## config.mk

```make
export PLATFORM = sky130hd
export DESIGN_NAME = rf_pulse_train_encoder_core
export DESIGN_NICKNAME = d
export VERILOG_FILES = /design/src/hdl/rfpte_pkg.sv /design/src/hdl/rfpte_front.sv /design/src/hdl/rfpte_back.sv /design/src/hdl/rf_pulse_train_encoder_core.sv
export SDC_FILE = /design/constraint.sdc
export NUM_CORES = 1
export LEC_CHECK = 0
export BUFFER_PORTS_ARGS = -buffer_cell sky130_fd_sc_hd__buf_2
export CORE_ASPECT_RATIO = 0.75
export CORE_MARGIN = 2
export CORE_UTILIZATION = 62
export CTS_CLUSTER_SIZE = 40
export DETAILED_ROUTE_END_ITERATION = 8
export PLACE_DENSITY = 0.81
export RECOVER_POWER = 25
export SLEW_MARGIN = 20
export SYNTH_ARGS = -nofsm -noshare
export SYNTH_HDL_FRONTEND = slang
export SYNTH_SLANG_ARGS = --single-unit
```

## constraint.sdc

```tcl
create_clock -name clk -period 21.2 [get_ports clk]
set_clock_uncertainty 0.1 [all_clocks]
set_input_delay 1.06 -clock clk [delete_from_list [all_inputs] [get_ports clk]]
set_output_delay 1.06 -clock clk [all_outputs]
set_load 0.03 [all_outputs]
```

## src/hdl/rfpte_pkg.sv

```systemverilog
// ----------------------------------------------------------------------------
// rfpte_pkg: shared types and constants of the pulse train encoder
// Word layouts, configuration register map, pulse phase codes and the item
// passed from the front end to the pulse sequencer.
// ----------------------------------------------------------------------------
package rfpte_pkg;

  // Parameter defaults
  localparam int MAX_BITS_DEF  = 64;
  localparam int TICK_BITS_DEF = 16;

  // Fixed field widths
  localparam int MSG_W = 64;
  localparam int FS_W  = 16;
  localparam int CFG_IDX_W = 3;
  localparam int CFG_W = 32;

  // Input word: message, then keep_going, padded to whole bytes
  localparam int IN_FIELDS_W = MSG_W + 1;
  localparam int IN_TDATA_W  = ((IN_FIELDS_W + 7) / 8) * 8;

  // Result word: tx_level, busy_res, done_res, frames_sent
  localparam int OUT_FIELDS_W = 3 + FS_W;
  localparam int OUT_TDATA_W  = ((OUT_FIELDS_W + 7) / 8) * 8;
  localparam int OUT_PAD_W    = OUT_TDATA_W - OUT_FIELDS_W;

  // Depth of the queue between front end and sequencer
  localparam int QUEUE_DEPTH = 2;

  // Line mode register mask
  localparam logic [2:0] MODE_MASK = 3'h7;

  // Line codes (line_mode bits 1:0; the unused code is sent as tribit)
  localparam logic [1:0] CODE_TRIBIT = 2'd0;
  localparam logic [1:0] CODE_INV    = 2'd1;
  localparam logic [1:0] CODE_MANCH  = 2'd2;
  localparam logic [1:0] CODE_SPARE  = 2'd3;

  // Configuration register indexes
  typedef enum logic [CFG_IDX_W-1:0] {
    CFG_LINE_MODE    = 3'd0,
    CFG_BIT_COUNT    = 3'd1,
    CFG_REPEAT_COUNT = 3'd2,
    CFG_INIT_GAP     = 3'd3,
    CFG_PREFIX       = 3'd4,
    CFG_SL_LOW       = 3'd5,
    CFG_SL_HIGH      = 3'd6,
    CFG_EDGE         = 3'd7
  } cfg_idx_t;

  typedef struct packed {
    logic [2:0]       line_mode;
    logic [6:0]       bit_count;
    logic [7:0]       repeat_count;
    logic [CFG_W-1:0] init_and_gap_ticks;
    logic [CFG_W-1:0] prefix_ticks;
    logic [CFG_W-1:0] short_long_low_ticks;
    logic [CFG_W-1:0] short_long_high_ticks;
    logic [CFG_W-1:0] edge_ticks;
  } cfg_t;

  localparam cfg_t CFG_RESET = '{
    line_mode:             3'd0,
    bit_count:             7'd32,
    repeat_count:          8'd1,
    init_and_gap_ticks:    '0,
    prefix_ticks:          '0,
    short_long_low_ticks:  '0,
    short_long_high_ticks: '0,
    edge_ticks:            '0
  };

  // Item kinds
  typedef enum logic {
    OP_TICK  = 1'b0,
    OP_START = 1'b1
  } op_t;

  typedef struct packed {
    op_t              op;
    logic [MSG_W-1:0] message;
    logic             keep_going;
  } item_t;

  // Head of the queue as seen by the sequencer
  typedef struct packed {
    logic  valid;
    item_t item;
  } q_head_t;

  // Pulse phases, one-hot
  typedef enum logic [10:0] {
    PH_IDLE   = 11'b000_0000_0001,
    PH_INIT   = 11'b000_0000_0010,
    PH_FRAME  = 11'b000_0000_0100,
    PH_PRE_HI = 11'b000_0000_1000,
    PH_PRE_LO = 11'b000_0001_0000,
    PH_LEAD   = 11'b000_0010_0000,
    PH_BIT_A  = 11'b000_0100_0000,
    PH_BIT_B  = 11'b000_1000_0000,
    PH_TRAIL  = 11'b001_0000_0000,
    PH_SEP    = 11'b010_0000_0000,
    PH_END    = 11'b100_0000_0000
  } phase_t;

endpackage

```

## src/hdl/rfpte_front.sv

```systemverilog
// ----------------------------------------------------------------------------
// rfpte_front: input front end
// Accepts input words, decodes them into tick or start items and holds them
// in a short queue so that the sequencer and the input side stall apart.
// ----------------------------------------------------------------------------
module rfpte_front (
  input  logic                            clk,
  input  logic                            rst_n,
  input  logic                            in_tvalid,
  output logic                            in_tready,
  input  logic [rfpte_pkg::IN_TDATA_W-1:0] in_tdata,  // [63:0] message, [64] keep_going
  input  logic                            in_tuser,  // [0] operation
  input  logic                            pop_i,
  output rfpte_pkg::q_head_t              head_o
);
  import rfpte_pkg::*;

  localparam int PTR_W = (QUEUE_DEPTH > 1) ? $clog2(QUEUE_DEPTH) : 1;
  localparam int CNT_W = $clog2(QUEUE_DEPTH + 1);

  item_t             q_mem_r [QUEUE_DEPTH];
  logic [PTR_W-1:0]  wr_ptr_r, wr_ptr_nxt;
  logic [PTR_W-1:0]  rd_ptr_r, rd_ptr_nxt;
  logic [CNT_W-1:0]  count_r, count_nxt;
  logic              push;
  item_t             in_item;

  // Decode the incoming word
  always_comb begin
    in_item.op         = op_t'(in_tuser);
    in_item.message    = in_tdata[MSG_W-1:0];
    in_item.keep_going = in_tdata[MSG_W];
  end

  assign in_tready = (count_r != CNT_W'(QUEUE_DEPTH));
  assign push      = in_tvalid && in_tready;

  assign head_o.valid = (count_r != '0);
  assign head_o.item  = q_mem_r[rd_ptr_r];

  // Pointer and fill arithmetic
  always_comb begin
    wr_ptr_nxt = wr_ptr_r;
    rd_ptr_nxt = rd_ptr_r;
    if (push) begin
      wr_ptr_nxt = (wr_ptr_r == PTR_W'(QUEUE_DEPTH - 1)) ? '0 : wr_ptr_r + 1'b1;
    end
    if (pop_i) begin
      rd_ptr_nxt = (rd_ptr_r == PTR_W'(QUEUE_DEPTH - 1)) ? '0 : rd_ptr_r + 1'b1;
    end
    count_nxt = count_r + CNT_W'(push) - CNT_W'(pop_i);
  end

  always_ff @(posedge clk) begin
    if (!rst_n) begin
      wr_ptr_r <= '0;
      rd_ptr_r <= '0;
      count_r  <= '0;
    end else begin
      wr_ptr_r <= wr_ptr_nxt;
      rd_ptr_r <= rd_ptr_nxt;
      count_r  <= count_nxt;
    end
  end

  // Queue storage, no reset
  always_ff @(posedge clk) begin
    if (push) begin
      q_mem_r[wr_ptr_r] <= in_item;
    end
  end

  // Checks
  a_fill_bound: assert property (@(posedge clk) disable iff (!rst_n)
    count_r <= CNT_W'(QUEUE_DEPTH))
    else $error("queue fill beyond depth");

  a_pop_nonempty: assert property (@(posedge clk) disable iff (!rst_n)
    pop_i |-> (count_r != '0))
    else $error("pop from empty queue");

endmodule

```

## src/hdl/rfpte_back.sv

```systemverilog
// ----------------------------------------------------------------------------
// rfpte_back: pulse sequencer
// Carries out queued items: counts down the current pulse, steps through the
// pulse train's phases one per cycle while the output register is free, skipping
// zero-length pulses, and places one result word per item into the output register.
// ----------------------------------------------------------------------------
module rfpte_back #(
  parameter int MAX_BITS  = rfpte_pkg::MAX_BITS_DEF,
  parameter int TICK_BITS = rfpte_pkg::TICK_BITS_DEF
) (
  input  logic                             clk,
  input  logic                             rst_n,
  input  rfpte_pkg::cfg_t                  cfg_i,
  input  rfpte_pkg::q_head_t               head_i,
  output logic                             pop_o,
  output logic                             out_tvalid,
  input  logic                             out_tready,
  output logic [rfpte_pkg::OUT_TDATA_W-1:0] out_tdata  // [0] tx_level, [1] busy_res,
                                                       // [2] done_res, [18:3] frames_sent
);
  import rfpte_pkg::*;

  localparam int BP_W  = $clog2(MAX_BITS + 1);
  localparam int IDX_W = (MAX_BITS > 1) ? $clog2(MAX_BITS) : 1;
  localparam int DUR_W = (TICK_BITS < 16) ? TICK_BITS : 16;

  typedef struct packed {
    phase_t          ph;
    logic [BP_W-1:0] bp;
  } step_t;

  // Duration halves, masked to the tick width
  function automatic logic [DUR_W-1:0] lo_d(input logic [CFG_W-1:0] r);
    return r[DUR_W-1:0];
  endfunction

  function automatic logic [DUR_W-1:0] hi_d(input logic [CFG_W-1:0] r);
    return r[16+DUR_W-1:16];
  endfunction

  // Phase order of the pulse train
  function automatic step_t next_phase(input phase_t ph, input logic [BP_W-1:0] bp,
                                       input logic [1:0] kind, input logic [BP_W-1:0] nb,
                                       input logic pre_on);
    step_t s;
    s.ph = ph;
    s.bp = bp;
    unique case (ph)
      PH_INIT:   s.ph = PH_FRAME;
      PH_FRAME, PH_PRE_LO: begin
        if (ph == PH_FRAME && pre_on) begin
          s.ph = PH_PRE_HI;
        end else if (kind == CODE_INV) begin
          s.ph = PH_LEAD;
        end else begin
          s.bp = (kind == CODE_MANCH) ? nb : nb - 1'b1;
          s.ph = PH_BIT_A;
        end
      end
      PH_PRE_HI: s.ph = PH_PRE_LO;
      PH_LEAD: begin
        s.bp = nb - 1'b1;
        s.ph = PH_BIT_A;
      end
      PH_BIT_A:  s.ph = PH_BIT_B;
      PH_BIT_B: begin
        if (bp != '0) begin
          s.bp = bp - 1'b1;
          s.ph = PH_BIT_A;
        end else begin
          s.ph = (kind == CODE_TRIBIT) ? PH_TRAIL : PH_SEP;
        end
      end
      PH_TRAIL:  s.ph = PH_SEP;
      default:   s.ph = PH_END;
    endcase
    return s;
  endfunction

  // Sequencer state
  logic              active_r, active_nxt;
  logic [MAX_BITS-1:0] data_r, data_nxt;
  logic [BP_W-1:0]   bp_r, bp_nxt;
  phase_t            phase_r, phase_nxt;
  logic [DUR_W-1:0]  ticks_r, ticks_nxt;
  logic [FS_W-1:0]   fc_r, fc_nxt;
  logic              level_r, level_nxt;
  logic              crossed_r, crossed_nxt;
  logic              walking_r, walking_nxt;

  // Output register
  logic              out_valid_r;
  logic              out_level_r, out_busy_r, out_done_r;
  logic [FS_W-1:0]   out_fs_r;

  // Decoded configuration
  logic [1:0]        kind;
  logic              inv;
  logic [BP_W-1:0]   nb;
  logic              pre_on;
  logic [DUR_W-1:0]  ls, ll, hs, hl;

  // State as seen after the item's first action
  logic              v_active;
  logic [MAX_BITS-1:0] v_data;
  logic [BP_W-1:0]   v_bp;
  phase_t            v_phase;
  logic [DUR_W-1:0]  v_ticks;
  logic [FS_W-1:0]   v_fc;
  logic              v_level;
  logic              v_crossed;
  logic              walk;
  step_t             np_entry, np_walk;

  logic              cbit;
  logic [DUR_W-1:0]  plen;
  logic              plvl;
  logic              cont;
  logic              done;
  logic              step_en;

  // Configuration decode
  always_comb begin
    kind   = (cfg_i.line_mode[1:0] == CODE_SPARE) ? CODE_TRIBIT : cfg_i.line_mode[1:0];
    inv    = cfg_i.line_mode[2];
    pre_on = (lo_d(cfg_i.prefix_ticks) != '0);
    if (cfg_i.bit_count == '0) begin
      nb = BP_W'(1);
    end else if (cfg_i.bit_count > 7'(MAX_BITS)) begin
      nb = BP_W'(MAX_BITS);
    end else begin
      nb = BP_W'(cfg_i.bit_count);
    end
    ls = lo_d(cfg_i.short_long_low_ticks);
    ll = hi_d(cfg_i.short_long_low_ticks);
    if (lo_d(cfg_i.short_long_high_ticks) != '0) begin
      hs = lo_d(cfg_i.short_long_high_ticks);
      hl = hi_d(cfg_i.short_long_high_ticks);
    end else begin
      hs = ls;
      hl = ll;
    end
  end

  assign step_en = head_i.valid && (!out_valid_r || out_tready);

  // First action of an item, or the registered state while walking
  always_comb begin
    np_entry  = next_phase(phase_r, bp_r, kind, nb, pre_on);
    v_active  = active_r;
    v_data    = data_r;
    v_bp      = bp_r;
    v_phase   = phase_r;
    v_ticks   = ticks_r;
    v_fc      = fc_r;
    v_level   = level_r;
    v_crossed = crossed_r;
    walk      = 1'b0;
    if (walking_r) begin
      walk = 1'b1;
    end else if (head_i.item.op == OP_START) begin
      v_data    = head_i.item.message[MAX_BITS-1:0];
      v_active  = 1'b1;
      v_fc      = '0;
      v_bp      = '0;
      v_phase   = PH_INIT;
      v_crossed = 1'b0;
      walk      = 1'b1;
    end else if (active_r) begin
      v_crossed = 1'b0;
      if (ticks_r > DUR_W'(1)) begin
        v_ticks = ticks_r - 1'b1;
      end else begin
        v_ticks = '0;
        v_phase = np_entry.ph;
        v_bp    = np_entry.bp;
        walk    = 1'b1;
      end
    end
  end

  // Length and level of the phase in view
  always_comb begin
    cbit = 1'b0;
    if (!(kind == CODE_MANCH && v_bp == nb)) begin
      if (v_bp < BP_W'(MAX_BITS)) begin
        cbit = v_data[v_bp[IDX_W-1:0]] ^ inv;
      end else begin
        cbit = inv;
      end
    end
    plen = '0;
    plvl = 1'b0;
    unique case (v_phase)
      PH_INIT:   plen = lo_d(cfg_i.init_and_gap_ticks);
      PH_PRE_HI: begin
        plen = lo_d(cfg_i.prefix_ticks);
        plvl = 1'b1;
      end
      PH_PRE_LO: plen = hi_d(cfg_i.prefix_ticks);
      PH_LEAD: begin
        plen = lo_d(cfg_i.edge_ticks);
        plvl = 1'b1;
      end
      PH_TRAIL: begin
        plen = hi_d(cfg_i.edge_ticks);
        plvl = 1'b1;
      end
      PH_SEP:    plen = hi_d(cfg_i.init_and_gap_ticks);
      PH_BIT_A, PH_BIT_B: begin
        if (kind == CODE_MANCH) begin
          plen = ls;
          plvl = (v_phase == PH_BIT_A) ? ~cbit : cbit;
        end else if (kind == CODE_TRIBIT) begin
          if (v_phase == PH_BIT_A) begin
            plen = cbit ? ll : ls;
            plvl = 1'b1;
          end else begin
            plen = cbit ? hs : hl;
          end
        end else begin
          if (v_phase == PH_BIT_A) begin
            plen = cbit ? hl : hs;
          end else begin
            plen = cbit ? ls : ll;
            plvl = 1'b1;
          end
        end
      end
      default:   plen = '0;
    endcase
  end

  // One walking step: frame end handling or move past a zero-length pulse
  always_comb begin
    np_walk     = next_phase(v_phase, v_bp, kind, nb, pre_on);
    active_nxt  = v_active;
    data_nxt    = v_data;
    bp_nxt      = v_bp;
    phase_nxt   = v_phase;
    ticks_nxt   = v_ticks;
    fc_nxt      = v_fc;
    level_nxt   = v_level;
    crossed_nxt = v_crossed;
    cont        = 1'b0;
    done        = 1'b0;
    if (walk) begin
      if (v_phase == PH_END) begin
        fc_nxt = (v_fc != '1) ? v_fc + 1'b1 : v_fc;
        if ((cfg_i.repeat_count != '0 && fc_nxt == FS_W'(cfg_i.repeat_count)) ||
            !head_i.item.keep_going) begin
          active_nxt = 1'b0;
          phase_nxt  = PH_IDLE;
          ticks_nxt  = '0;
          level_nxt  = 1'b0;
          done       = 1'b1;
        end else begin
          phase_nxt = PH_FRAME;
          if (v_crossed) begin
            // second frame end in one item: hold low until the next tick
            ticks_nxt = '0;
            level_nxt = 1'b0;
          end else begin
            crossed_nxt = 1'b1;
            cont        = 1'b1;
          end
        end
      end else if (plen != '0) begin
        ticks_nxt = plen;
        level_nxt = plvl;
      end else begin
        phase_nxt = np_walk.ph;
        bp_nxt    = np_walk.bp;
        cont      = 1'b1;
      end
    end
    walking_nxt = cont;
  end

  assign pop_o = step_en && !cont;

  // Control state
  always_ff @(posedge clk) begin
    if (!rst_n) begin
      active_r    <= 1'b0;
      bp_r        <= '0;
      phase_r     <= PH_IDLE;
      ticks_r     <= '0;
      fc_r        <= '0;
      level_r     <= 1'b0;
      crossed_r   <= 1'b0;
      walking_r   <= 1'b0;
      out_valid_r <= 1'b0;
    end else begin
      if (step_en) begin
        active_r  <= active_nxt;
        bp_r      <= bp_nxt;
        phase_r   <= phase_nxt;
        ticks_r   <= ticks_nxt;
        fc_r      <= fc_nxt;
        level_r   <= level_nxt;
        crossed_r <= crossed_nxt;
        walking_r <= walking_nxt;
      end
      if (step_en && !cont) begin
        out_valid_r <= 1'b1;
      end else if (out_tready) begin
        out_valid_r <= 1'b0;
      end
    end
  end

  // Message and result payload, no reset
  always_ff @(posedge clk) begin
    if (step_en) begin
      data_r <= data_nxt;
    end
    if (step_en && !cont) begin
      out_level_r <= level_nxt;
      out_busy_r  <= active_nxt;
      out_done_r  <= done;
      out_fs_r    <= fc_nxt;
    end
  end

  assign out_tvalid = out_valid_r;
  assign out_tdata  = {{OUT_PAD_W{1'b0}}, out_fs_r, out_done_r, out_busy_r, out_level_r};

  // Checks
  a_walk_active: assert property (@(posedge clk) disable iff (!rst_n)
    walking_r |-> active_r)
    else $error("sequencer walking with no transmission");

  a_idle_phase: assert property (@(posedge clk) disable iff (!rst_n)
    !active_r |-> (phase_r == PH_IDLE))
    else $error("phase not idle while inactive");

  a_bit_bound: assert property (@(posedge clk) disable iff (!rst_n)
    active_r |-> (bp_r <= BP_W'(MAX_BITS)))
    else $error("bit position out of range");

  a_done_word: assert property (@(posedge clk) disable iff (!rst_n)
    (out_valid_r && out_done_r) |-> (!out_busy_r && out_fs_r != '0))
    else $error("finishing word still busy or with no frame");

endmodule

```

## src/hdl/rf_pulse_train_encoder_core.sv

```systemverilog
// ----------------------------------------------------------------------------
// rf_pulse_train_encoder_core: on-off keying pulse train encoder
// Configuration registers, input front end and pulse sequencer.
// ----------------------------------------------------------------------------
// One result word comes out for every input word, in the cycle after the
// sequencer takes it. Ticks that only count down the current pulse, or
// that land straight on a pulse of nonzero length, run at one word per
// clock while the output is accepted. The sequencer walks the pulse phases
// one per cycle while the output is accepted, so every zero-length pulse
// skipped and every frame end crossed holds that word back longer, also for
// a start or tick passing over a frame made wholly of empty pulses. A
// two-word queue in front of the sequencer and the output register let the
// input keep flowing meanwhile. Write configuration only between
// transmissions' words, not while one is in flight.
module rf_pulse_train_encoder_core #(
  parameter int MAX_BITS  = rfpte_pkg::MAX_BITS_DEF,
  parameter int TICK_BITS = rfpte_pkg::TICK_BITS_DEF
) (
  input  logic                              clk,
  input  logic                              rst_n,
  // input words
  input  logic                              in_tvalid,
  output logic                              in_tready,
  input  logic [rfpte_pkg::IN_TDATA_W-1:0]  in_tdata,   // [63:0] message, [64] keep_going
  input  logic                              in_tuser,   // [0] operation
  // result words
  output logic                              out_tvalid,
  input  logic                              out_tready,
  output logic [rfpte_pkg::OUT_TDATA_W-1:0] out_tdata,  // [0] tx_level, [1] busy_res,
                                                        // [2] done_res, [18:3] frames_sent
  // configuration writes
  input  logic                              cfg_valid,
  output logic                              cfg_ready,
  input  logic [rfpte_pkg::CFG_IDX_W-1:0]   cfg_index,
  input  logic [rfpte_pkg::CFG_W-1:0]       cfg_data
);
  import rfpte_pkg::*;

  cfg_t    cfg_r;
  q_head_t head;
  logic    pop;

  assign cfg_ready = 1'b1;

  // Configuration register file
  always_ff @(posedge clk) begin
    if (!rst_n) begin
      cfg_r <= CFG_RESET;
    end else if (cfg_valid && cfg_ready) begin
      unique case (cfg_idx_t'(cfg_index))
        CFG_LINE_MODE:    cfg_r.line_mode             <= cfg_data[2:0] & MODE_MASK;
        CFG_BIT_COUNT:    cfg_r.bit_count             <= cfg_data[6:0];
        CFG_REPEAT_COUNT: cfg_r.repeat_count          <= cfg_data[7:0];
        CFG_INIT_GAP:     cfg_r.init_and_gap_ticks    <= cfg_data;
        CFG_PREFIX:       cfg_r.prefix_ticks          <= cfg_data;
        CFG_SL_LOW:       cfg_r.short_long_low_ticks  <= cfg_data;
        CFG_SL_HIGH:      cfg_r.short_long_high_ticks <= cfg_data;
        CFG_EDGE:         cfg_r.edge_ticks            <= cfg_data;
      endcase
    end
  end

  // Front end: decode and queue
  rfpte_front u_front (
    .clk       (clk),
    .rst_n     (rst_n),
    .in_tvalid (in_tvalid),
    .in_tready (in_tready),
    .in_tdata  (in_tdata),
    .in_tuser  (in_tuser),
    .pop_i     (pop),
    .head_o    (head)
  );

  // Pulse sequencer and result register
  rfpte_back #(
    .MAX_BITS  (MAX_BITS),
    .TICK_BITS (TICK_BITS)
  ) u_back (
    .clk        (clk),
    .rst_n      (rst_n),
    .cfg_i      (cfg_r),
    .head_i     (head),
    .pop_o      (pop),
    .out_tvalid (out_tvalid),
    .out_tready (out_tready),
    .out_tdata  (out_tdata)
  );

endmodule
```

; ---- After elaboration in Yosys (flattened, before gate mapping)
; Memory sizes are Yosys's and may differ from the RTL's. A register that Yosys moved wholly into a read port is not among the register bits.
; Index checks and enable logic that the tools add are counted.
[classes]
multipliers = 0
bitwise = 2
magnitude_cmp = 4
n_mux = 106
n_eq_ne = 32
n_shift = 0
n_reduce_logical = 36
n_div = 0
addsub = 9
[op_table]
columns = operator, n
row1 = 16-bit 2-to-1 mux, 24
row2 = 11-bit case mux with 7 select lines, 2
row3 = 64-bit 2-to-1 mux, 2
row4 = 7-bit 2-to-1 mux, 18
row5 = 16-bit case mux with 7 select lines, 1
row6 = 11-bit 2-to-1 mux, 10
row7 = 16-bit nonzero test, 3
row8 = 1-bit 2-to-1 mux, 42
row9 = 7-bit case mux with 3 select lines, 2
row10 = "11-bit by 2-bit equality test with 1-bit output, second input constant", 2
row11 = "11-bit by 3-bit equality test with 1-bit output, second input constant", 2
row12 = "11-bit by 4-bit equality test with 1-bit output, second input constant", 2
row13 = "11-bit by 5-bit equality test with 1-bit output, second input constant", 2
row14 = "11-bit by 6-bit equality test with 1-bit output, second input constant", 2
row15 = "11-bit by 7-bit equality test with 1-bit output, second input constant", 2
row16 = "11-bit by 8-bit equality test with 1-bit output, second input constant", 2
row17 = "11-bit by 9-bit equality test with 1-bit output, second input constant", 2
row18 = "7-bit by 1-bit subtractor with 7-bit output, second input constant", 3
row19 = 2-bit AND reduction, 9
row20 = "16-bit by 1-bit adder with 16-bit output, second input constant", 1
row21 = 16-bit by 8-bit equality test with 1-bit output, 1
row22 = "16-bit by 1-bit greater-than comparator with 1-bit output, second input constant", 1
row23 = "16-bit != test, second input constant", 1
row24 = "16-bit by 1-bit subtractor with 16-bit output, second input constant", 1
row25 = 33 further kinds, 52
[word_totals]
mem_count = 1
latchBits = 0
output_inout_bits = 27
mem_bits_rw = 132
input_bits = 113
reg_bits = 320
mem_bits_ro = 0
word_cells = 215
[mem_list]
columns = name, words, width, read_ports, rd_clocked_by_memory_dff, write_ports, line
row1 = u_front.q_mem_r, 2, 66, 1, 1, 1, rfpte_front.sv:21  ; item_t q_mem_r [QUEUE_DEPTH];

; ---- Depth between registers and ports, before layout
; Gate-level depths: netlist of run 1.
[logic_depth]
depth_word = 30
mapped_depth = 31
ltp_nobuf = 27

; ---- By module
; Synthesis of run 1 repeated with hierarchy kept, for this count alone.
[unflattened]
cells_unflattened = 2460
area_unflattened_um2 = 23697.7
[by_module_without_submodules]
columns = mod, area_each_um2, cells_each, instances
row1 = rfpte_back, 12056.6, 1602, 1
row2 = rf_pulse_train_encoder_core, 6601.3, 625, 1
row3 = rfpte_front, 5039.8, 233, 1

; ---- Least setup slack after synthesis of run 1
; No wires, ideal clock.
[synth_path]
path_kind = register to register
startpoint = register cfg_r[171] (netlist bit)
endpoint = register u_front.count_r[1]
path_buffers = 1
path_stages_with_launch = 29
slack_ns = 14.262
period_less_slack_ns = 6.938
t_arrival_ns = 6.710
setup_time_ns = 0.128
path_cell_list = dfxtp_1 -> clkbuf_1 -> nor3_1 -> a21oi_1 -> ha_1 -> or3b_2 -> a221o_1 -> a32oi_1 -> a211oi_1 -> o211a_1 -> nand3b_1 -> or3b_1 -> a21o_1 -> a221o_1 -> nand2b_1 -> mux2i_4 -> a21oi_1 -> o22ai_1 -> o31ai_1 -> nor4_4 -> nand4_4 -> nor2_8 -> a221oi_4 -> ha_1 -> inv_1 -> ha_1 -> xor2_1 -> xnor2_1 -> nor2_1
[synth_via]
elab_chain_len = 29
word_cells_on_any_way = 37
classes_between = add/sub: 2 / order compare: 2 / eq/ne: 1 / mux: 26 / bitwise: 1 / reduce/logical: 5
[synth_rtl]
columns = element, line
row1 = "start, declared", rf_pulse_train_encoder_core.sv:39  ; cfg_t cfg_r;
row2 = 7-bit greater-than comparator, rfpte_back.sv:129  ; end else if (cfg_i.bit_count > 7'(MAX_BITS)) begin
row3 = 7-bit 2-to-1 mux, rfpte_back.sv:129
row4 = 7-bit 2-to-1 mux (*), rfpte_back.sv:127  ; if (cfg_i.bit_count == '0) begin
row5 = 7-bit by 1-bit subtractor with 7-bit output, "rfpte_back.sv:56, rfpte_back.sv:62"
row6 = 7-bit 2-to-1 mux, rfpte_back.sv:56  ; s.bp = (kind == CODE_MANCH) ? nb : nb - 1'b1;
row7 = 7-bit 2-to-1 mux, rfpte_back.sv:53  ; end else if (kind == CODE_INV) begin
row8 = 7-bit 2-to-1 mux, rfpte_back.sv:51  ; if (ph == PH_FRAME && pre_on) begin
row9 = 7-bit case mux with 3 select lines, rfpte_back.sv:48  ; unique case (ph)
row10 = [... 14 more ...], n/a
row11 = 16-bit nonzero test (*), rfpte_back.sv:268  ; end else if (plen != '0) begin
row12 = 1-bit 2-to-1 mux (*), rfpte_back.sv:268
row13 = 1-bit 2-to-1 mux (*), rfpte_back.sv:248  ; if (v_phase == PH_END) begin
row14 = 1-bit 2-to-1 mux (*), rfpte_back.sv:247  ; if (walk) begin
row15 = 1-bit zero test (*), rfpte_back.sv:280  ; assign pop_o = step_en && !cont;
row16 = 1-bit logical AND (*), rfpte_back.sv:280
row17 = named net pop, rf_pulse_train_encoder_core.sv:41  ; logic pop;
row18 = 2-bit by 1-bit subtractor with 2-bit output (*), rfpte_front.sv:51  ; count_nxt = count_r + CNT_W'(push) - CNT_W'(pop_i);
row19 = "end signal, assigned", rfpte_front.sv:62  ; count_r <= count_nxt;
row20 = "end, declared", rfpte_front.sv:24  ; logic [CNT_W-1:0] count_r, count_nxt;
; Mark *: on every way through the listed nets, which the timed path passes. The rest lies on a longest branch. The select of a mux whose other input is x is not followed.
; A chain may end at the register's enable or synchronous reset.

; ---- Worst setup path after layout of run 1
[layout_path]
startpoint = register cfg_r[174] (netlist bit)
endpoint = register u_front.count_r[1]
; The elaborated chain is that of the path after synthesis.

==> reports/results.txt, run 1 <==
Worst Path Buf+Inv -> 3
crit-path max cell delay -> 1.02 ns
Synth top area share -> 28.2%
Place WS -> 12.05 ns
Startpoint Class -> flip-flop
final-layout fill cell count -> 2780
clock-pin slew on the worst setup and hold paths -> 0.06 ns
Critical Path AT -> 10.02 ns
detailed placer's ending HPWL -> 46600 um
min Tclk post-route -> 9.78 ns
period utilisation layout -> 46.1%
CP max-delay cell -> o31ai_1
H-tree lvl count -> 2
cell count after synthesis -> 2555
Hold Buf Count CTS -> 0
fmax -> 0.102 GHz
Primary FF master, synth -> dfxtp_1
Max-cap violations -> 3
grt ovf -> 0
number of synthesized register bits -> 453
total CTS buffers -> 44
CP delay by family, top -> compound AO/OA/AOI/OAI gates
Port-buffer cells -> 126
CP required -> 21.44 ns
VDD IR max -> 84.2 uV
status -> finished with violations
Post-Syn Area -> 22900 sq um
Die Ht -> 170 um
category of the most critical setup path -> flip-flop to flip-flop
via count -> 20400
Post-synth top cells -> nand2_1, a21oi_1, dfxtp_1
Reg area -> 11200 sq um
Post-synth ARST share -> 0%
final wirelength -> 68200 um
P_leak -> 8.77 nW
TritonCTS clock tree -> yes
sequential area share after synthesis -> 49.0%
First-pass DRT Iterations -> 6
core area -> 36100 sq um
CTS max path bufs -> 3
initial antenna violation count -> 1
Top Layer Used -> met5
first-pass GRT wire length -> 106000 um
DRC -> 0
root buf cell -> clkbuf_16
CP endpoint kind -> flip-flop
DIE WIDTH -> 226 um
Rows -> 60
Final setup viols -> 0
RSZ-0062 raised after global routing -> false
area post-placement -> 23700 sq um
DRT antenna net count -> 0
Post-CTS Resized -> 0
crit-path max FO -> 71
Initial Util -> 63.4%
Yosys cell types -> 101
final hold violation count -> 0
synth warn -> 0
leading area contributor after synthesis -> edfxtp_1
Layout Utilization -> 69.5%
Via density -> 6.56
Die ar. -> 38500 sq um
WL met2 -> 28900 um
area of the multi-input gates -> 10800 sq um
vias in the first global route -> 19000
Slew Limit Fails -> 195
final net count -> 2707
routed len/inst -> 21.9 um
layout cell share with drive strength beyond 1 -> 9.86%
Tightest Pin Transition -> 3.74 ns
clk_lat worst skew -> 0.58 ns
Hold Slack -> 0.356 ns
synth top area cells -> edfxtp_1, dfxtp_1, nand2_1, a21oi_1, mux2i_1
P&R area growth vs syn -> 9.72%
GPL Wtd Cong -> 0.967
Num Clock Sinks -> 453
most numerous cell in the Yosys netlist -> nand2_1
Setup Total Neg Slack -> 0 ns
worst setup margin -> 11.42 ns
postcts setup bufs -> 0
Total GRT Usage -> 35.0%
Slew HR -> -149%
mean post-synth cell area -> 8.96 sq um
failing checks -> max-capacitance violations, max-slew violations
metal3 WL -> 8120 um
DR iter-0 viols -> 2623
pwr/cell area -> 125 nW/um^2
DRT met1 WL -> 29500 um
largest net degree at the start of global routing -> 116
hold crit path type -> flip-flop to flip-flop
Post-synth EDFFs -> 215
Final Cell Area -> 25100 sq um
number of I/O pins -> 140
[metrics by stage]
step | instances | total power [mW]
after detailed placement | 3034 | 2.32
after global routing | 3113 | 3.29
after floorplan | 2559 | 2.04
after CTS | 3113 | 3.12
final | 3115 | 3.14
after global placement | 3034 | 2.28
[path summary, 6_finish.rpt]
kind | start | endpoint | slack (ns) | cells after the start
setup reg to reg | cfg_r[174]$_SDFFE_PN0P_ | u_front.count_r[1]$_SDFF_PN0_ | 11.42 | 29
setup / recovery | cfg_r[174]$_SDFFE_PN0P_ | u_front.count_r[1]$_SDFF_PN0_ | 11.42 | 29
hold / removal | cfg_r[155]$_SDFFE_PN0P_ | cfg_r[155]$_SDFFE_PN0P_ | 0.36 | 2
hold reg to reg | cfg_r[155]$_SDFFE_PN0P_ | cfg_r[155]$_SDFFE_PN0P_ | 0.36 | 2
[tightest hold or removal path, cell delays in order (launching register included)]
cell     delay (ns)
dfxtp_1        0.30
nand2_1        0.05
a21oi_1        0.05
[logic make-up after synthesis]
family / synth area share, %
mux: 6.29
simple gates: 20.3
other cells: 0.0328
compound gates: 18.1
buf+inv: 4.09
flops: 49.0
xor+xnor: 1.65
fa+ha+maj: 0.547
[layout make-up]
class | instances | share of cell area, %
sequential | 453 | 44.7
antenna | 2 | 0.0199
timing repair buffer | 166 | 3.49
clock buffer | 60 | 4.87
multi-input combinational | 1887 | 43.0
clock inverter | 19 | 0.907
inverter | 32 | 0.498
tap | 496 | 2.47
[flip-flops by register name (all words and copies together), names as in the netlist, 2 cells and up, named ones only]
| signal | cells |
|---|---|
| cfg_r | 178 |
| u_front.q_mem_r | 132 |
| u_back.data_r | 64 |
| u_back.fc_r | 16 |
| u_back.out_fs_r | 16 |
| u_back.ticks_r | 16 |
| u_back.phase_r | 11 |
| u_back.bp_r | 7 |
| u_front.count_r | 2 |
[cell usage in the layout, fill, tap and decap left out, drive strengths merged, types with 19 or more instances in the layout]
master,netlist,layout
nand2,562,562
a21oi,267,267
dfxtp,238,238
edfxtp,215,215
nor2,171,171
o21ai,145,145
mux2i,129,129
buf,41,123
clkbuf,146,103
nor3,65,65
nand3,48,48
a22oi,38,38
inv,30,32
nor4,31,31
xor2,22,22
a221oi,22,22
xnor2,21,21
or3,21,21
nand4,21,21
nand2b,19,19
a31oi,19,19
o22ai,19,19
[per-layer routing]
layer  up-vias  track usage [%]
met5         -                0
met4         2             10.1
met3       159             8.58
met2      1204             50.5
met1      9787             52.1
li1       9293                -
[report_power, final]
part / switching [mW] / total [mW] / internal [mW] / leakage (nW)
logic: 0.761 / 1.10 / 0.343 / 4.09
registers: 0.0993 / 1.23 / 1.14 / 3.96
clock network: 0.344 / 0.801 / 0.457 / 0.716
total: 1.20 / 3.14 / 1.94 / 8.77
(Power assumes the default switching activity.)
==> inputs of run 2 (changes only) <==
Settings changed: CORE_UTILIZATION 62 to 61, PLACE_DENSITY 0.81 to 0.8.
Clock period 21.2 ns to 10.1 ns, I/O delays scaled along.
==> reports/results.txt, run 2 (synthesized netlist as in run 1, its figures left out) <==
status -> finished with violations
failing checks -> max-capacitance violations, max-slew violations
Num Clock Sinks -> 453 (unchanged)
clk_lat worst skew -> 0.57 ns (about the same)
CP endpoint kind -> flip-flop
Rows -> 61 (+1.7%)
H-tree lvl count -> 2 (unchanged)
final hold violation count -> 0 (unchanged)
critical path launch point -> cfg_r[174]$_SDFFE_PN0P_
Port-buffer cells -> 126 (unchanged)
final wirelength -> 70900 um (+4.0%)
DIE WIDTH -> 228 um (+0.80%)
combinational power share -> 35.6% (+0.4 points)
initial antenna violation count -> 7 (+6)
Tightest Pin Transition -> 3.79 ns (+0.0451 ns)
Startpoint Class -> flip-flop
core area -> 37000 sq um (+2.5%)
Critical Path AT -> 9.19 ns (-0.83 ns)
DRT antenna net count -> 0 (unchanged)
Net Switching -> 2.56 mW (+110%)
Largest regs -> cfg_r x178, u_front.q_mem_r x132, u_back.data_r x64
layout cell share with drive strength beyond 1 -> 10.2% (+0.31 points)
first-pass GRT wire length -> 108000 um (+2.5%)
hold crit path type -> input port to flip-flop
via count -> 20400 (-0.18%)
sw frac -> 38.8% (+0.46 points)
Slew Limit Fails -> 161 (-17%)
r2r worst-path depth -> 27 (-6.9%)
Clk pwr share -> 25.0% (-0.5 points)
min Tclk post-route -> 8.88 ns (-0.898 ns)
Design Power -> 6.59 mW (+110%)
reg2reg setup slack -> 1.22 ns (-10.20 ns)
Place WS -> 1.53 ns (-10.52 ns)
total CTS buffers -> 44 (unchanged)
Final setup viols -> 0 (unchanged)
Max-cap violations -> 2 (-1)
DRC -> 0 (unchanged)
Hold Startpoint -> in_tuser
postcts setup bufs -> 0 (unchanged)
Hold EP -> u_front.q_mem_r[0][65]$_DFFE_PP_
largest net degree at the start of global routing -> 126 (+8.6%)
TritonCTS clock tree -> yes
routed len/inst -> 22.6 um (+3.3%)
DR iter-0 viols -> 2599 (-0.91%)
Setup Total Neg Slack -> 0 ns (unchanged)
CP required -> 10.41 ns (-11.03 ns)
P&R area growth vs syn -> 10.0%
internal power -> 4.03 mW (+110%)
R2R Path Start -> cfg_r[174]$_SDFFE_PN0P_
crit-path max FO -> 28 (-61%)
fmax -> 0.113 GHz (+10%)
Die ar. -> 39100 sq um (+1.6%)
Flop pwr share -> 39.4% (about the same)
most frequent cells in the layout -> nand2_1, a21oi_1, dfxtp_1
r2r endpoint -> u_front.count_r[1]$_SDFF_PN0_
grt ovf -> 0 (unchanged)
number of I/O pins -> 140 (unchanged)
vias in the first global route -> 18700 (-1.2%)
Most flops, register -> cfg_r
pwr/cell area -> 262 nW/um^2 (+110%)
RSZ-0062 raised after global routing -> false
GPL Wtd Cong -> 0.968 (+0.11%)
Initial Util -> 61.8% (-1.6 points)
root buf cell -> clkbuf_16
P_leak -> 8.79 nW (+0.21%)
max FFs per register -> 178 (unchanged)
clock-pin slew on the worst setup and hold paths -> 0.07 ns (about the same)
Via density -> 6.51 (-0.82%)
category of the most critical setup path -> flip-flop to flip-flop
worst hold stages -> 1 (-1)
detailed placer's ending HPWL -> 47800 um (+2.5%)
Die Ht -> 172 um (+0.80%)
CTS max path bufs -> 3 (unchanged)
worst setup margin -> 1.22 ns (-10.20 ns)
period utilisation layout -> 87.9% (+42 points)
Slew HR -> -154% (-4.4 points)
most common cell after layout, fill and taps aside -> nand2_1
final-layout fill cell count -> 2948 (+6.0%)
First-pass DRT Iterations -> 8 (+2)
VDD IR max -> 193 uV (+130%)
final net count -> 2715 (+0.30%)
Total GRT Usage -> 36.0% (+0.96 points)
## run 2: cell count changes in the layout (fill, tap and decap cells not counted), moves of 3 or more
cell and change:
diode_2 +4, buf_4 +7, nor2_4 +3, clkbuf_1 -5, dlygate4sd3_1 +3
## run 2: per-stage QoR
stage | instances | area (sq um) | hold slack [ns] | utilization [%]
after floorplan | 2559 | 22900 | 0.332 | -
after global placement | 3047 | 23800 | 0.341 | 64.2
after detailed placement | 3047 | 23800 | 0.347 | 64.2
after CTS | 3129 | 25200 | 0.00175 | 68.1
after global routing | 3133 | 25200 | 0.0115 | 68.0
final | 3135 | 25200 | 0.0294 | 68.0
## run 2: power groups by stage
stage          combinational (mW)  sequential, mW  clock (mW)
4_1_cts                      2.29            2.59        1.66
6_report                     2.35            2.60        1.65
2_1_floorplan                1.69            2.59           0
3_5_place_dp                 2.28            2.63           0
5_1_grt                      2.54            2.63        1.74
3_3_place_gp                 2.21            2.61           0
## run 2: critical path, cell delays in order (launching register included)
cell and delay (ns):
dfxtp_1 0.76, nor3_1 0.13, a21oi_1 0.52, ha_1 0.42, nor2b_1 0.29, nand2_1 0.11, a2111oi_1 0.77, o2111ai_1 0.18
o211a_1 0.30, nand3b_1 0.30, o32ai_1 0.39, nor4_2 0.11, nand4_2 0.15, mux2i_4 0.80, buf_4 0.39, mux2_1 0.36
o22ai_1 0.19, a21oi_1 0.16, a211oi_1 0.39, nand2_1 0.32, nor2_8 0.48, a221oi_4 0.14, ha_1 0.34, inv_1 0.06
ha_1 0.16, xor2_1 0.19, xnor2_1 0.14, nor2_1 0.05
## run 2: how the worst max path moves through the flow
stage	end	slack, ns	cells after the start
final	u_front.count_r[1]$_SDFF_PN0_	1.22	27
after global routing	u_front.count_r[1]$_SDFF_PN0_	0.68	27
after CTS	u_front.count_r[1]$_SDFF_PN0_	1.44	27
after detailed placement	u_front.count_r[1]$_SDFF_PN0_	1.53	27
after global placement	u_front.count_r[1]$_SDFF_PN0_	1.68	27
after floorplan	u_front.count_r[1]$_SDFF_PN0_	3.16	28
## run 2: area by class of cell
class	instances	area [sq um]	area share, %
Clock buffer	56	1200	4.75
Timing Repair Buffer	174	945	3.75
Inverter	32	125	0.497
Tap cell	504	631	2.50
Sequential cell	453	11200	44.6
Antenna cell	6	15.0	0.0596
Multi-Input combinational cell	1887	10800	42.9
Clock inverter	23	231	0.919
## run 2: layer usage
layer / vias up / GRT usage [%] / wire length, um
met5: - / 0 / 22
met4: 4 / 8.67 / 1290
met3: 108 / 8.87 / 8500
met2: 1193 / 52.0 / 30200
met1: 9816 / 54.1 / 30900
li1: 9287 / - / -
## run 2: what timing repair did
action	in CTS	in global routing
endpoints found under the setup margin	0	0
hold buffers	3	0
resized for setup	0	0
hold endpoints to repair	4	0
